$ cat config.mk
export PLATFORM = sky130hd
export DESIGN_NAME = next_permutation_generator
export DESIGN_NICKNAME = d
export VERILOG_FILES = /design/src/hdl/nperm_pkg.sv /design/src/hdl/nperm_ram.sv /design/src/hdl/next_permutation_generator.sv
export SDC_FILE = /design/constraint.sdc
export NUM_CORES = 1
export LEC_CHECK = 0
export BUFFER_PORTS_ARGS = -buffer_cell sky130_fd_sc_hd__clkbuf_2
export CORE_ASPECT_RATIO = 2
export CORE_UTILIZATION = 35
export CTS_CLUSTER_SIZE = 16
export DETAILED_ROUTE_END_ITERATION = 8
export GPL_ROUTABILITY_DRIVEN = 0
export HOLD_SLACK_MARGIN = 0.1
export SLEW_MARGIN = 20
export SYNTH_ARGS = -nofsm -noshare
export SYNTH_HDL_FRONTEND = slang
export SYNTH_SLANG_ARGS = --single-unit
$ cat constraint.sdc
create_clock -name clock -period 10.7 [get_ports clock]
set_clock_uncertainty 0.05 [all_clocks]
set_input_delay 2.675 -clock clock [delete_from_list [all_inputs] [get_ports clock]]
set_output_delay 2.675 -clock clock [all_outputs]
set_load 0.02 [all_outputs]
$ cat src/hdl/nperm_pkg.sv
`default_nettype none

package nperm_pkg;

   // input word opcodes
   localparam logic OP_LOAD    = 1'b0;
   localparam logic OP_ADVANCE = 1'b1;

   typedef struct packed {
      logic       op;
      logic [7:0] value;
      logic       last;
   } req_word_type;

   typedef struct packed {
      logic [7:0] elem;
      logic [3:0] position;
      logic       end_of_run;
      logic       done_res;
   } rsp_word_type;

endpackage

`default_nettype wire

$ cat src/hdl/nperm_ram.sv
`default_nettype none

// single write port, single read port, registered read data
module nperm_ram #(
   parameter int WIDTH = 8,
   parameter int DEPTH = 16
) (
   input  wire logic                     clock,
   input  wire logic                     wr_en,
   input  wire logic [$clog2(DEPTH)-1:0] wr_addr,
   input  wire logic [WIDTH-1:0]         wr_data,
   input  wire logic                     rd_en,
   input  wire logic [$clog2(DEPTH)-1:0] rd_addr,
   output logic      [WIDTH-1:0]         rd_data
);

   logic [WIDTH-1:0] mem_ff [DEPTH];

   always_ff @(posedge clock) begin
      if (wr_en) begin
         mem_ff[wr_addr] <= wr_data;
      end
      if (rd_en) begin
         rd_data <= mem_ff[rd_addr];
      end
   end

endmodule

`default_nettype wire

$ cat src/hdl/next_permutation_generator.sv
// Next lexicographic permutation generator.
// req channel (req_valid / req_stall / req_word): a load word (op = load) writes one
// element at the load pointer; a word with last set fixes the sequence length and
// rewinds the pointer. Loads past MAX_LEN elements are dropped. An advance word
// (op = advance) rewrites the stored sequence into its next permutation in place.
// rsp channel (rsp_valid / rsp_stall / rsp_word): an advance yields one word per
// element, position 0 upwards, end_of_run on the last; with no next permutation a
// single word with done_res and end_of_run set, sequence untouched.
// Steps: loads are accepted back to back. An advance of length n runs the pivot
// scan, the successor scan, the swap, then ST_REV_RD_J, ST_REV_WR_I and ST_REV_WR_J
// for each pair reversed in the tail and ST_OUT_RD, ST_OUT_WAIT per element out.
// All of it is bound by the one read and one write port of the sequence RAM.
// req_stall is high for the whole of an advance; the final result word sits in the
// output register while the next item is already accepted.
// A stalled result word simply holds; the sequencer waits before reading the next
// element. Synchronous reset clears length, load pointer and output valid; the
// sequence store itself has no clear and is undefined until loaded.
`default_nettype none

module next_permutation_generator #(
   parameter int MAX_LEN    = 16,
   parameter int ELEM_WIDTH = 8
) (
   input  wire logic                    clock,
   input  wire logic                    reset,
   input  wire logic                    req_valid,
   output logic                         req_stall,
   input  wire nperm_pkg::req_word_type req_word,
   output logic                         rsp_valid,
   input  wire logic                    rsp_stall,
   output nperm_pkg::rsp_word_type      rsp_word
);

   localparam int IW = $clog2(MAX_LEN);      // RAM address width
   localparam int CW = $clog2(MAX_LEN + 1);  // length / pointer width

   typedef enum logic [3:0] {
      ST_IDLE,
      ST_K_FIRST,
      ST_K_SCAN,
      ST_L_SCAN,
      ST_SWAP_K,
      ST_REV_RD_J,
      ST_REV_WR_I,
      ST_REV_WR_J,
      ST_OUT_RD,
      ST_OUT_WAIT,
      ST_DONE_OUT
   } state_type;

   state_type state_ff, state_in;

   logic [CW-1:0]         len_ff, len_in;   // sequence length
   logic [CW-1:0]         lp_ff, lp_in;     // load pointer
   logic [IW-1:0]         i_ff, i_in;       // scan / reverse low index
   logic [IW-1:0]         j_ff, j_in;       // scan / reverse high index
   logic [IW-1:0]         k_ff, k_in;       // pivot
   logic [IW-1:0]         o_ff, o_in;       // output position
   logic [ELEM_WIDTH-1:0] prev_ff, prev_in; // right neighbour in pivot scan
   logic [ELEM_WIDTH-1:0] ak_ff, ak_in;     // pivot value
   logic [ELEM_WIDTH-1:0] al_ff, al_in;     // successor value
   logic [ELEM_WIDTH-1:0] tmp_ff, tmp_in;   // low element of a reverse pair
   logic                  rsp_valid_ff, rsp_valid_in;
   nperm_pkg::rsp_word_type rsp_word_ff, rsp_word_in;

   logic                  mem_wr_en;
   logic [IW-1:0]         mem_wr_addr;
   logic [ELEM_WIDTH-1:0] mem_wr_data;
   logic                  mem_rd_en;
   logic [IW-1:0]         mem_rd_addr;
   logic [ELEM_WIDTH-1:0] mem_rd_data;

   logic [ELEM_WIDTH+7:0] val_ext;
   logic [ELEM_WIDTH+7:0] rd_ext;
   logic [IW+3:0]         pos_ext;
   logic [IW-1:0]         lenm1;
   logic [CW-1:0]         lp_next;
   logic                  out_free;

   nperm_ram #(
      .WIDTH (ELEM_WIDTH),
      .DEPTH (MAX_LEN)
   ) u_seq_ram (
      .clock   (clock),
      .wr_en   (mem_wr_en),
      .wr_addr (mem_wr_addr),
      .wr_data (mem_wr_data),
      .rd_en   (mem_rd_en),
      .rd_addr (mem_rd_addr),
      .rd_data (mem_rd_data)
   );

   // element widths other than eight: zero-extend then cut
   assign val_ext = {{ELEM_WIDTH{1'b0}}, req_word.value};
   assign rd_ext  = {8'd0, mem_rd_data};
   assign pos_ext = {4'd0, o_ff};
   assign lenm1   = IW'(len_ff - CW'(1));

   assign req_stall = (state_ff != ST_IDLE);
   assign rsp_valid = rsp_valid_ff;
   assign rsp_word  = rsp_word_ff;

   // output register empty, or emptied at this edge
   assign out_free = !rsp_valid_ff || !rsp_stall;

   always_comb begin
      state_in     = state_ff;
      len_in       = len_ff;
      lp_in        = lp_ff;
      i_in         = i_ff;
      j_in         = j_ff;
      k_in         = k_ff;
      o_in         = o_ff;
      prev_in      = prev_ff;
      ak_in        = ak_ff;
      al_in        = al_ff;
      tmp_in       = tmp_ff;
      rsp_word_in  = rsp_word_ff;
      rsp_valid_in = rsp_valid_ff && rsp_stall;
      mem_wr_en    = 1'b0;
      mem_wr_addr  = '0;
      mem_wr_data  = '0;
      mem_rd_en    = 1'b0;
      mem_rd_addr  = '0;
      lp_next      = lp_ff;

      case (state_ff)
         ST_IDLE: begin
            if (req_valid) begin
               if (req_word.op == nperm_pkg::OP_LOAD) begin
                  if (lp_ff < CW'(MAX_LEN)) begin
                     mem_wr_en   = 1'b1;
                     mem_wr_addr = lp_ff[IW-1:0];
                     mem_wr_data = val_ext[ELEM_WIDTH-1:0];
                     lp_next     = lp_ff + CW'(1);
                  end
                  if (req_word.last) begin
                     len_in = lp_next;
                     lp_in  = '0;
                  end else begin
                     lp_in = lp_next;
                  end
               end else if (len_ff < CW'(2)) begin
                  state_in = ST_DONE_OUT;
               end else begin
                  mem_rd_en   = 1'b1;
                  mem_rd_addr = lenm1;
                  i_in        = lenm1;
                  state_in    = ST_K_FIRST;
               end
            end
         end

         ST_K_FIRST: begin
            prev_in     = mem_rd_data;
            mem_rd_en   = 1'b1;
            mem_rd_addr = i_ff - IW'(1);
            i_in        = i_ff - IW'(1);
            state_in    = ST_K_SCAN;
         end

         // walk down looking for a[i] < a[i+1]
         ST_K_SCAN: begin
            if (mem_rd_data < prev_ff) begin
               k_in        = i_ff;
               ak_in       = mem_rd_data;
               mem_rd_en   = 1'b1;
               mem_rd_addr = lenm1;
               j_in        = lenm1;
               state_in    = ST_L_SCAN;
            end else if (i_ff == '0) begin
               state_in = ST_DONE_OUT;
            end else begin
               prev_in     = mem_rd_data;
               mem_rd_en   = 1'b1;
               mem_rd_addr = i_ff - IW'(1);
               i_in        = i_ff - IW'(1);
            end
         end

         // rightmost element above the pivot; always found by k+1
         ST_L_SCAN: begin
            if (ak_ff < mem_rd_data) begin
               mem_wr_en   = 1'b1;
               mem_wr_addr = j_ff;
               mem_wr_data = ak_ff;
               al_in       = mem_rd_data;
               i_in        = k_ff + IW'(1);
               j_in        = lenm1;
               state_in    = ST_SWAP_K;
            end else begin
               mem_rd_en   = 1'b1;
               mem_rd_addr = j_ff - IW'(1);
               j_in        = j_ff - IW'(1);
            end
         end

         ST_SWAP_K: begin
            mem_wr_en   = 1'b1;
            mem_wr_addr = k_ff;
            mem_wr_data = al_ff;
            if (i_ff < j_ff) begin
               mem_rd_en   = 1'b1;
               mem_rd_addr = i_ff;
               state_in    = ST_REV_RD_J;
            end else begin
               o_in     = '0;
               state_in = ST_OUT_RD;
            end
         end

         ST_REV_RD_J: begin
            tmp_in      = mem_rd_data;
            mem_rd_en   = 1'b1;
            mem_rd_addr = j_ff;
            state_in    = ST_REV_WR_I;
         end

         ST_REV_WR_I: begin
            mem_wr_en   = 1'b1;
            mem_wr_addr = i_ff;
            mem_wr_data = mem_rd_data;
            state_in    = ST_REV_WR_J;
         end

         // second write of the pair overlaps the read of the next low element
         ST_REV_WR_J: begin
            mem_wr_en   = 1'b1;
            mem_wr_addr = j_ff;
            mem_wr_data = tmp_ff;
            i_in        = i_ff + IW'(1);
            j_in        = j_ff - IW'(1);
            if ((i_ff + IW'(1)) < (j_ff - IW'(1))) begin
               mem_rd_en   = 1'b1;
               mem_rd_addr = i_ff + IW'(1);
               state_in    = ST_REV_RD_J;
            end else begin
               o_in     = '0;
               state_in = ST_OUT_RD;
            end
         end

         ST_OUT_RD: begin
            if (out_free) begin
               mem_rd_en   = 1'b1;
               mem_rd_addr = o_ff;
               state_in    = ST_OUT_WAIT;
            end
         end

         ST_OUT_WAIT: begin
            rsp_valid_in           = 1'b1;
            rsp_word_in.elem       = rd_ext[7:0];
            rsp_word_in.position   = pos_ext[3:0];
            rsp_word_in.end_of_run = (o_ff == lenm1);
            rsp_word_in.done_res   = 1'b0;
            if (o_ff == lenm1) begin
               state_in = ST_IDLE;
            end else begin
               o_in     = o_ff + IW'(1);
               state_in = ST_OUT_RD;
            end
         end

         ST_DONE_OUT: begin
            if (out_free) begin
               rsp_valid_in           = 1'b1;
               rsp_word_in.elem       = '0;
               rsp_word_in.position   = '0;
               rsp_word_in.end_of_run = 1'b1;
               rsp_word_in.done_res   = 1'b1;
               state_in               = ST_IDLE;
            end
         end

         default: begin
            state_in = ST_IDLE;
         end
      endcase
   end

   always_ff @(posedge clock) begin
      i_ff        <= i_in;
      j_ff        <= j_in;
      k_ff        <= k_in;
      o_ff        <= o_in;
      prev_ff     <= prev_in;
      ak_ff       <= ak_in;
      al_ff       <= al_in;
      tmp_ff      <= tmp_in;
      rsp_word_ff <= rsp_word_in;
      if (reset) begin
         state_ff     <= ST_IDLE;
         len_ff       <= '0;
         lp_ff        <= '0;
         rsp_valid_ff <= 1'b0;
      end else begin
         state_ff     <= state_in;
         len_ff       <= len_in;
         lp_ff        <= lp_in;
         rsp_valid_ff <= rsp_valid_in;
      end
   end

   // no same-cycle read and write of one entry: the RAM gives no forwarding
   a_no_rw_clash: assert property (@(posedge clock) disable iff (reset)
      mem_wr_en && mem_rd_en |-> mem_wr_addr != mem_rd_addr)
      else $error("sequence RAM read and write hit the same entry");

   // successor scan never passes the pivot
   a_l_above_k: assert property (@(posedge clock) disable iff (reset)
      state_ff == ST_L_SCAN |-> j_ff > k_ff)
      else $error("successor scan reached the pivot");

   // a reverse pair is always ordered
   a_rev_order: assert property (@(posedge clock) disable iff (reset)
      state_ff == ST_REV_RD_J |-> i_ff < j_ff)
      else $error("tail reverse indices crossed");

   // length cannot move during an advance
   a_len_hold: assert property (@(posedge clock) disable iff (reset)
      state_ff != ST_IDLE |=> $stable(len_ff))
      else $error("length changed during an advance");

   // an exhausted word is always the end of its run
   a_done_ends: assert property (@(posedge clock) disable iff (reset)
      rsp_valid_ff && rsp_word_ff.done_res |-> rsp_word_ff.end_of_run)
      else $error("done word without end of run");

endmodule

`default_nettype wire

==> impl_metrics.json <==
{
  "outcome": "complete, no violations",
  "syn_area_mm2": 0.0101,
  "routedLengthMet1_um": 8360,
  "vias_per_cell": 5.53,
  "finalCritPeriodShare_pct": 46.9,
  "start_kind": "input port",
  "slew-limit-headroom_pct": 25.0,
  "final_common_cell": "edfxtp_1",
  "rows": 87,
  "ys_ff_latch": 213,
  "min_period_ns": 5.02,
  "cts_tree": "built",
  "drtIter0Drc": 556,
  "hold_path.class": "reg -> reg",
  "irDropWorstVdd_mv": 0.119,
  "cp_slowest_cell": "nor4_1",
  "crit_fanout": 36,
  "numCtsBuffers": 19,
  "wl_met3_um": 790,
  "htreeDepth": 1,
  "synth.area.top_cells": "edfxtp_1 (59%), mux2_2 (5.3%), ha_1 (3.6%)",
  "reg2reg_slack_ns": 6.62,
  "required_ns": 10.89,
  "fin_total_pwr_mw": 3.23,
  "grt_usage_pct": 18.1,
  "synth_edf_count": 198,
  "antenna_cells": 0,
  "syn_area_per_cell_um2": 13.4,
  "yosysSeqAreaShare_pct": 61.6,
  "end_kind": "register",
  "start_util_pct": 35.8,
  "r2r_start": "j_ff[0]",
  "drc": 0,
  "fin_nets": 831,
  "timing.hold.ws_ns": 0.450,
  "clock_latency_ns": 0.50,
  "antenna_found_initial": 0,
  "r2r-end": "u_seq_ram.rd_data[7]",
  "cts_resized": 0,
  "fp.dieH_um": 243,
  "tns_ns": 0,
  "ctsLongestPathBuffers": 3,
  "cp.arrival_ns": 5.22,
  "synth_fp_nets": 800,
  "top_layer": "met4",
  "layout_common_cells": "edfxtp_1 (198), nor2_1 (55), mux2_2 (48), inv_1 (44), nand2_1 (42)",
  "grt_max_degree": 40,
  "leakage_nw": 3.98,
  "numPortBuffers": 29,
  "core_mm2": 0.0283,
  "met2_length_um": 15300,
  "dr.pass1.iters": 7,
  "drive_above_1_share_pct": 17.4,
  "vias": 6384,
  "critical-path-top-delay-family": "simple AND/OR/NAND/NOR gates",
  "worst-path-stages": 10,
  "setup_viol": 0,
  "critPathBufInv": 2,
  "yosys_warnings": 0,
  "grt-ovfl-total": 0,
  "cts_hold_buffers": 0,
  "post_cts_buffers": 0,
  "pin_count": 30,
  "cts_root_buffer": "clkbuf_16",
  "synthCells": 757,
  "first_global_vias": 6493,
  "crit_end": "u_seq_ram.rd_data[5]",
  "grt_pass1_wl_um": 39500,
  "rsz0062_at_grt": "no",
  "r2r.worst_path.cells": 12,
  "yosys.area.top_type": "edfxtp_1",
  "dp_hpwl_um": 19700,
  "area_delta_synth_final_pct": 11.2,
  "powerDensity_mw_per_mm2": 286,
  "drv_slew": 0,
  "max_freq_ghz": 0.199,
  "cts.sinks": 213,
  "fp.dieW_um": 122,
  "worstMarginPinSlew_ns": 1.12,
  "final-hold-violation-count": 0,
  "path_clk_slew_ns": 0.06,
  "path_cells": "clkbuf_2 -> nand2_1 -> nor4_1 -> a221oi_1 -> o221a_1 -> o211a_1 -> buf_4 -> mux2i_1 -> o22a_1 -> nand4_1",
  "crit_type": "in -> reg",
  "ys.flop_type": "edfxtp_1",
  "async_flop_share_pct": 0,
  "synth_cell_types": 73,
  "slowest_delay_ns": 0.78,
  "crit_start": "req_valid",
  "wl_per_cell_um": 22.7,
  "drv_cap": 0,
  "synth_top_area_share_pct": 58.7,
  "dieArea_mm2": 0.0297,
  "postRouteAntennaNets": 0,
  "drt-total-wl_um": 26200
}
[cells in the mapped netlist (12+ instances only)]
master and n:
buf_2 12, mux2_2 48, nor2b_1 12, ha_1 29, o21ai_0 19, mux2i_1 34, clkbuf_1 13, a22oi_1 26
dfxtp_1 15, nor2_1 56, inv_1 44, edfxtp_1 198, nand2_1 42, a21oi_1 23
[worst register-to-register path, stage by stage (launching register included)]
cell,delay [ns]
edfxtp_1,0.54
inv_1,0.18
ha_1,0.24
xnor2_1,0.32
ha_1,0.24
o21ai_0,0.13
o21ai_2,0.35
o211ai_1,0.22
a221oi_4,0.27
buf_4,0.48
mux2_2,0.41
a22oi_1,0.26
nand4_1,0.13
[registers in the layout, summed over array words and instances, names as in the netlist]
register           count
o_ff                   4
u_seq_ram.mem_ff     128
lp_ff                  5
prev_ff                8
len_ff                 5
i_ff                   4
j_ff                   4
k_ff                   4
ak_ff                  8
al_ff                  8
u_seq_ram.rd_data      8
tmp_ff                 8
state_ff               4
rsp_valid              1
rsp_word              14
[metrics by stage]
stage	cells	setup slack [ns]	utilization, %	cell area, um^2
floorplan	757	5.80	-	10100
global placement	1123	5.30	37.7	10700
detailed placement	1123	5.28	37.7	10700
CTS	1155	5.80	39.8	11300
global route	1155	5.66	39.8	11300
finish	1155	5.68	39.8	11300
[worst min path at each step]
| stage | start | endpoint | depth (start not counted) |
|---|---|---|---|
| detailed placement | lp_ff[0] | lp_ff[0] | 2 |
| global placement | lp_ff[0] | lp_ff[0] | 2 |
| floorplan | i_ff[0] | k_ff[0] | 0 |
| global route | lp_ff[0] | lp_ff[0] | 2 |
| finish | lp_ff[0] | lp_ff[0] | 2 |
| CTS | lp_ff[0] | lp_ff[0] | 2 |
[layer usage]
layer | up-vias | GRT usage, %
met5 | - | 0
met1 | 3167 | 16.5
met3 | 79 | 2.26
met2 | 169 | 35.6
met4 | 0 | 12.2
li1 | 2969 | -
[area by class of cell]
type / instances / area (um^2)
Fill cell: 2690 / 17000
Sequential cell: 213 / 6250
Multi-Input combinational cell: 468 / 3580
Clock buffer: 20 / 479
Tap cell: 356 / 445
Timing Repair Buffer: 41 / 235
Inverter: 45 / 169
Clock inverter: 12 / 114
[where the power goes]
group | leakage (nW) | internal (mW) | switching, mW
Sequential | 1.92 | 1.10 | 0.0998
Clock | 0.286 | 0.374 | 0.295
Combinational | 1.77 | 0.530 | 0.823
[cell families (layout without fill, tap and decap cells)]
| logic type | Yosys count | after routing | share of synthesized area, % |
|---|---|---|---|
| AOI/OAI and AO/OA | 150 | 150 | 11.5 |
| xor gates and xnor gates | 19 | 19 | 1.64 |
| adders and majority gates | 29 | 29 | 3.58 |
| buffers and inverters | 76 | 118 | 3.11 |
| DFF | 213 | 213 | 61.6 |
| muxes | 82 | 82 | 8.69 |
| and+or+nand+nor | 188 | 188 | 9.84 |
No activity file was read; power rests on OpenSTA's default activity.
